`config.mk`:
```
export PLATFORM = sky130hd
export DESIGN_NAME = ddpi_div
export DESIGN_NICKNAME = d
export VERILOG_FILES = /design/src/hdl/ddpi_pkg.sv /design/src/hdl/ddpi_div.sv
export SDC_FILE = /design/constraint.sdc
export NUM_CORES = 1
export LEC_CHECK = 0
export BUFFER_PORTS_ARGS = -buffer_cell sky130_fd_sc_hd__buf_2
export CORE_MARGIN = 3
export CORE_UTILIZATION = 55
export CTS_BUF_LIST = sky130_fd_sc_hd__clkbuf_4 sky130_fd_sc_hd__clkbuf_8
export CTS_CLUSTER_SIZE = 20
export DETAILED_ROUTE_END_ITERATION = 16
export PLACE_DENSITY = 0.77
export SLEW_MARGIN = 20
export SYNTH_ARGS = -nofsm -noshare
export SYNTH_HDL_FRONTEND = slang
export SYNTH_SLANG_ARGS = --single-unit
```
`constraint.sdc`:
```
create_clock -name clk -period 5.8 [get_ports clk]
set_input_delay 1.16 -clock clk [delete_from_list [all_inputs] [get_ports clk]]
set_output_delay 1.16 -clock clk [all_outputs]
set_load 0.02 [all_outputs]
```
`src/hdl/ddpi_pkg.sv`:
```
// Package for the differential-drive PI speed controller.
// Holds format constants, register indexes and the sequencer opcodes.
// No dependencies.
package ddpi_pkg;
	localparam int VALUE_FRAC_BITS_DEF = 16;
	localparam int DRIVE_FRAC_BITS_DEF = 14;
	localparam int CFG_W = 31;
	localparam int VAL_W = 32;
	localparam int DRV_W = 16;
	localparam int IDX_W = 3;

	localparam logic [IDX_W-1:0] REG_RADIUS  = 3'd0;
	localparam logic [IDX_W-1:0] REG_SPACING = 3'd1;
	localparam logic [IDX_W-1:0] REG_MAXRATE = 3'd2;
	localparam logic [IDX_W-1:0] REG_KP      = 3'd3;
	localparam logic [IDX_W-1:0] REG_KI      = 3'd4;

	// Input item kinds.
	localparam logic OP_MOVE = 1'b0;
	localparam logic OP_TICK = 1'b1;

	localparam logic [30:0] RST_RADIUS  = 31'd2163;
	localparam logic [30:0] RST_SPACING = 31'd6554;
	localparam logic [30:0] RST_MAXRATE = 31'd1376256;
	localparam logic [30:0] RST_KP      = 31'd6554;
	localparam logic [30:0] RST_KI      = 31'd6554;

	// Largest magnitude held by a Q16.16 state register.
	localparam logic [63:0] LIM32 = 64'd2147483647;

	// Divider request: magnitude numerator, denominator, fraction bits, limit.
	typedef struct packed {
		logic        start;
		logic        neg;
		logic [63:0] mag;
		logic [32:0] den;
		logic [4:0]  fb;
		logic [31:0] lim;
	} div_req_t;

	typedef struct packed {
		logic        done;
		logic [31:0] res;
		logic        neg;
	} div_rsp_t;
endpackage

```
`src/hdl/ddpi_div.sv`:
```
// Shared restoring divider: trunc(mag * 2^fb / den), saturated to lim.
// Depends on ddpi_pkg. One quotient bit per cycle, 88 steps per quotient.
module ddpi_div (
	input  logic               clk,
	input  logic               arst_n,
	input  ddpi_pkg::div_req_t req,
	output ddpi_pkg::div_rsp_t rsp
);
	import ddpi_pkg::*;

	// Shifted numerator is at most 62+24 bits; quotient capped at lim.
	localparam int NW = 88;
	logic [NW-1:0] num_q;
	logic [32:0]   den_q;
	logic [33:0]   rem_q;
	logic [NW-1:0] quo_q;
	logic [6:0]    cnt_q;
	logic          busy_q, done_q, neg_q, dzero_q, mzero_q;
	logic [31:0]   lim_q;
	logic [33:0]   trial;

	assign trial = {rem_q[32:0], num_q[NW-1]} - {1'b0, den_q};

	// Iterate one bit per cycle; saturate at the end.
	always_ff @(posedge clk or negedge arst_n) begin
		if (!arst_n) begin
			busy_q <= 1'b0;
			done_q <= 1'b0;
		end else begin
			done_q <= 1'b0;
			if (req.start) begin
				num_q <= NW'(req.mag) << req.fb;
				den_q <= req.den;
				rem_q <= '0;
				quo_q <= '0;
				cnt_q <= 7'(NW);
				neg_q <= req.neg;
				lim_q <= req.lim;
				dzero_q <= (req.den == '0);
				mzero_q <= (req.mag == '0);
				busy_q <= 1'b1;
			end else if (busy_q) begin
				num_q <= num_q << 1;
				if (!trial[33]) begin
					rem_q <= trial;
					quo_q <= {quo_q[NW-2:0], 1'b1};
				end else begin
					rem_q <= {rem_q[32:0], num_q[NW-1]};
					quo_q <= {quo_q[NW-2:0], 1'b0};
				end
				cnt_q <= cnt_q - 7'd1;
				if (cnt_q == 7'd1) begin
					busy_q <= 1'b0;
					done_q <= 1'b1;
				end
			end
		end
	end

	// Saturated magnitude; a zero numerator gives zero, a zero divisor the limit.
	always_comb begin
		rsp.done = done_q;
		rsp.neg = neg_q;
		if (mzero_q)
			rsp.res = '0;
		else if (dzero_q || (quo_q > NW'(lim_q)))
			rsp.res = lim_q;
		else
			rsp.res = quo_q[31:0];
	end
endmodule
```
==> impl_metrics.py <==
metrics = {
    "worst_setup_path": {
        "path_buf_inv": 2,
        "worstPathArrival_ns": 3.84,
        "path_class": "flip-flop to primary output",
        "critical-path-top-delay-family": "compound AO/OA/AOI/OAI gates",
        "crit_path_top_delay_cell": "edfxtp_1",
        "crit_required_ns": 4.64,
        "crit_chain": "ha_1 -> and3_1 -> a221o_1 -> a221oi_1 -> o21a_1 -> o21ai_1 -> a211oi_1 -> o21bai_4 -> buf_12 -> mux2i_1 -> nor2_1 -> buf_2",
        "cp_max_fo": 21,
        "cpPeakStageDelay_ns": 0.44,
        "start_kind": "flip-flop",
        "cp-end-kind": "primary output",
    },
    "place": {
        "place_ws_ns": 1.26,
        "dpl.hpwl_um": 33000,
        "io_buffers": 171,
        "dpl.cell_count": 2369,
        "place_congestion": 0.949,
    },
    "floorplanning": {
        "rows": 67,
        "pin_count": 172,
        "core_area_um2": 34000,
        "dieArea_um2": 37100,
        "start_util": 0.565,
        "fp.dieW_um": 193,
        "die_h_um": 193,
    },
    "layout": {
        "multiInputGateArea_um2": 9710,
        "drive_gt1_frac": 0.179,
        "fin_cells": 2455,
        "nets": 2179,
        "layout-area-overhead-vs-synth_pct": 10.7,
        "post-route-util": 0.625,
        "diodes": 0,
        "register_area_um2": 8580,
        "fillCellCount": 2725,
    },
    "routing": {
        "wl_per_cell_um": 19.1,
        "drc": 0,
        "antenna_left": 0,
        "vias": 15000,
        "drt_pre_antenna_iters": 7,
        "wl_um": 46800,
        "drt-initial-drc-count": 1363,
        "viasPerCell": 6.13,
    },
    "pwr": {
        "power.leakage_nw": 9.40,
        "p_per_area_nw_per_um2": 277,
        "vdd_ir_drop_max_uv": 209,
    },
    "sta": {
        "worst_pin_slew_ns": 1.11,
        "rsz0062_at_grt": "false",
        "setup_viol": 0,
        "max_slew_margin": 0.260,
        "setup_tns_ns": 0,
        "final.min_clock_period_ns": 5.00,
        "max_freq_ghz": 0.200,
        "hold_viol": 0,
        "setup_ws_ns": 0.797,
        "maxSlewViolCount": 0,
        "fin_skew_ns": 0.0303,
        "timing.final.crit_share": 0.863,
    },
    "clock_tree": {
        "h-tree-depth": 2,
        "clk_pin_slew_ns": 0.06,
        "cts_setup_buffers": 0,
        "cts_tree": "done",
        "clock-root-buffer": "clkbuf_8",
        "clockBufferDepth": 3,
        "cts_hold_buf": 0,
        "insertion_delay_ns": 0.59,
        "cts_buffers": 48,
        "post_cts_resized": 0,
        "cts_num_sinks": 286,
    },
    "global_route": {
        "grt-ovfl-total": 0,
        "grt_usage": 0.246,
        "antenna_found_initial": 0,
        "grt_pass1_vias": 14400,
        "grt_max_degree": 116,
        "grt_pass1_wl_um": 73500,
    },
    "logic_synthesis": {
        "syn_area_um2": 19200,
        "synth-seq-area-share": 0.447,
        "ys_ff_latch": 286,
        "async_reset_ff_frac": 0.00699,
        "synth_edf_count": 284,
        "synth_cells": 1861,
        "ys.flop_type": "edfxtp_1",
        "syn-num-nets": 2067,
        "avgSynthCellArea_um2": 10.3,
        "yosysWarningCount": 0,
        "synth_cell_types": 80,
    },
    "run_status": {
        "status": "complete, no violations",
    },
    "worst_hold_path": {
        "holdCritPathClass": "flip-flop to flip-flop",
    },
    "flow_run": {
        "max_cap_viol_count": 0,
    },
}
-- through the flow --
stage	hold WS, ns	instance area, um2	power [mW]
3_3_place_gp	0.499	20200	4.03
2_1_floorplan	0.497	19200	3.69
3_5_place_dp	0.512	20200	4.08
5_1_grt	0.527	21200	6.17
4_1_cts	0.511	21200	5.91
6_report	0.531	21200	5.88
-- state kept, by name (all words and copies together), names as in the netlist --
| name | flops |
|---|---|
| num_q | 88 |
| rem_q | 33 |
| lim_q | 32 |
| done_q | 1 |
| mzero_q | 1 |
| quo_q | 88 |
| busy_q | 1 |
| cnt_q | 7 |
| den_q | 33 |
| neg_q | 1 |
| dzero_q | 1 |
-- kinds of logic (layout without fill, tap and decap cells) --
kind of cell,count (synthesis),count (layout),synth area share
buf+inv,228,374,0.0470
compound gates,364,364,0.126
fa+ha+maj,68,68,0.0448
mux,280,280,0.180
simple gates,604,604,0.140
xor+xnor,31,31,0.0142
flops,286,286,0.447
-- layout by cell type, fill, tap and decap left out, types with 5 or more instances in the layout --
| cell | n |
|---|---|
| a211oi_1 | 32 |
| a21o_1 | 35 |
| a21oi_1 | 92 |
| a31o_2 | 5 |
| a31oi_1 | 51 |
| and2_1 | 6 |
| and3_1 | 11 |
| buf_2 | 168 |
| buf_4 | 16 |
| clkbuf_4 | 9 |
| clkbuf_8 | 51 |
| clkinv_1 | 12 |
| clkinv_2 | 8 |
| edfxtp_1 | 284 |
| ha_1 | 67 |
| inv_1 | 100 |
| mux2_2 | 20 |
| mux2i_1 | 209 |
| mux4_2 | 50 |
| nand2_1 | 163 |
| nand2b_1 | 10 |
| nand3_1 | 16 |
| nand4_1 | 23 |
| nor2_1 | 276 |
| nor2b_1 | 14 |
| nor3_1 | 14 |
| nor4_1 | 41 |
| o21a_1 | 11 |
| o21ai_0 | 51 |
| o221ai_1 | 9 |
| o22ai_1 | 25 |
| xnor2_1 | 18 |
| xor2_1 | 13 |
-- where the power goes --
part	internal, mW	switching, mW	total, mW	leakage (nW)
logic	0.607	0.859	1.47	6.07
registers	2.49	0.103	2.59	2.83
clock network	0.995	0.827	1.82	0.503
total	4.09	1.79	5.88	9.40
-- synthesized netlist by cell type (41+ instances only) --
library cell    n  share of area
edfxtp_1      284           0.44
nor2_1        276          0.054
mux2i_1       209           0.11
nand2_1       163          0.032
inv_1         100          0.020
a21oi_1        92          0.024
clkbuf_1       76          0.015
ha_1           67          0.044
a31oi_1        51          0.017
o21ai_0        51          0.013
mux4_2         50          0.059
nor4_1         41          0.013
-- final cells by class --
class / instances / area share
well taps: 448 / 0.0264
flip-flops and latches: 286 / 0.404
inverters: 102 / 0.0180
clock inverters: 25 / 0.00961
clock buffers: 59 / 0.0356
repair buffers: 188 / 0.0487
multi-input cells: 1347 / 0.458
-- routing by layer --
layer	global-route usage	wire, um	up-vias
li1	-	-	7161
met1	0.341	20700	7242
met2	0.398	21700	550
met3	0.0385	3160	87
met4	0.0799	1260	0
met5	0	0	-
-- worst paths after layout --
path	startpoint	end	slack (ns)	depth (start not counted)
setup / recovery	quo_q[19]	rsp[21]	0.80	12
hold / removal	num_q[22]	num_q[23]	0.53	1
setup reg to reg	den_q[1]	rem_q[31]	2.17	10
hold reg to reg	num_q[22]	num_q[23]	0.53	1
max in group asynchronous	arst_n	done_q	3.50	3
min in group asynchronous	arst_n	busy_q	0.55	1
-- worst register-to-register path: cells and delay by family (launching register included) --
kind	cells	cell delay (ns)
AND/OR/NAND/NOR	1	0.14
AO/OA/AOI/OAI	7	2.60
buffers and inverters	1	0.08
adder cells (fa/ha/maj)	1	0.22
flip-flops	1	0.43
(Power assumes the default switching activity.)
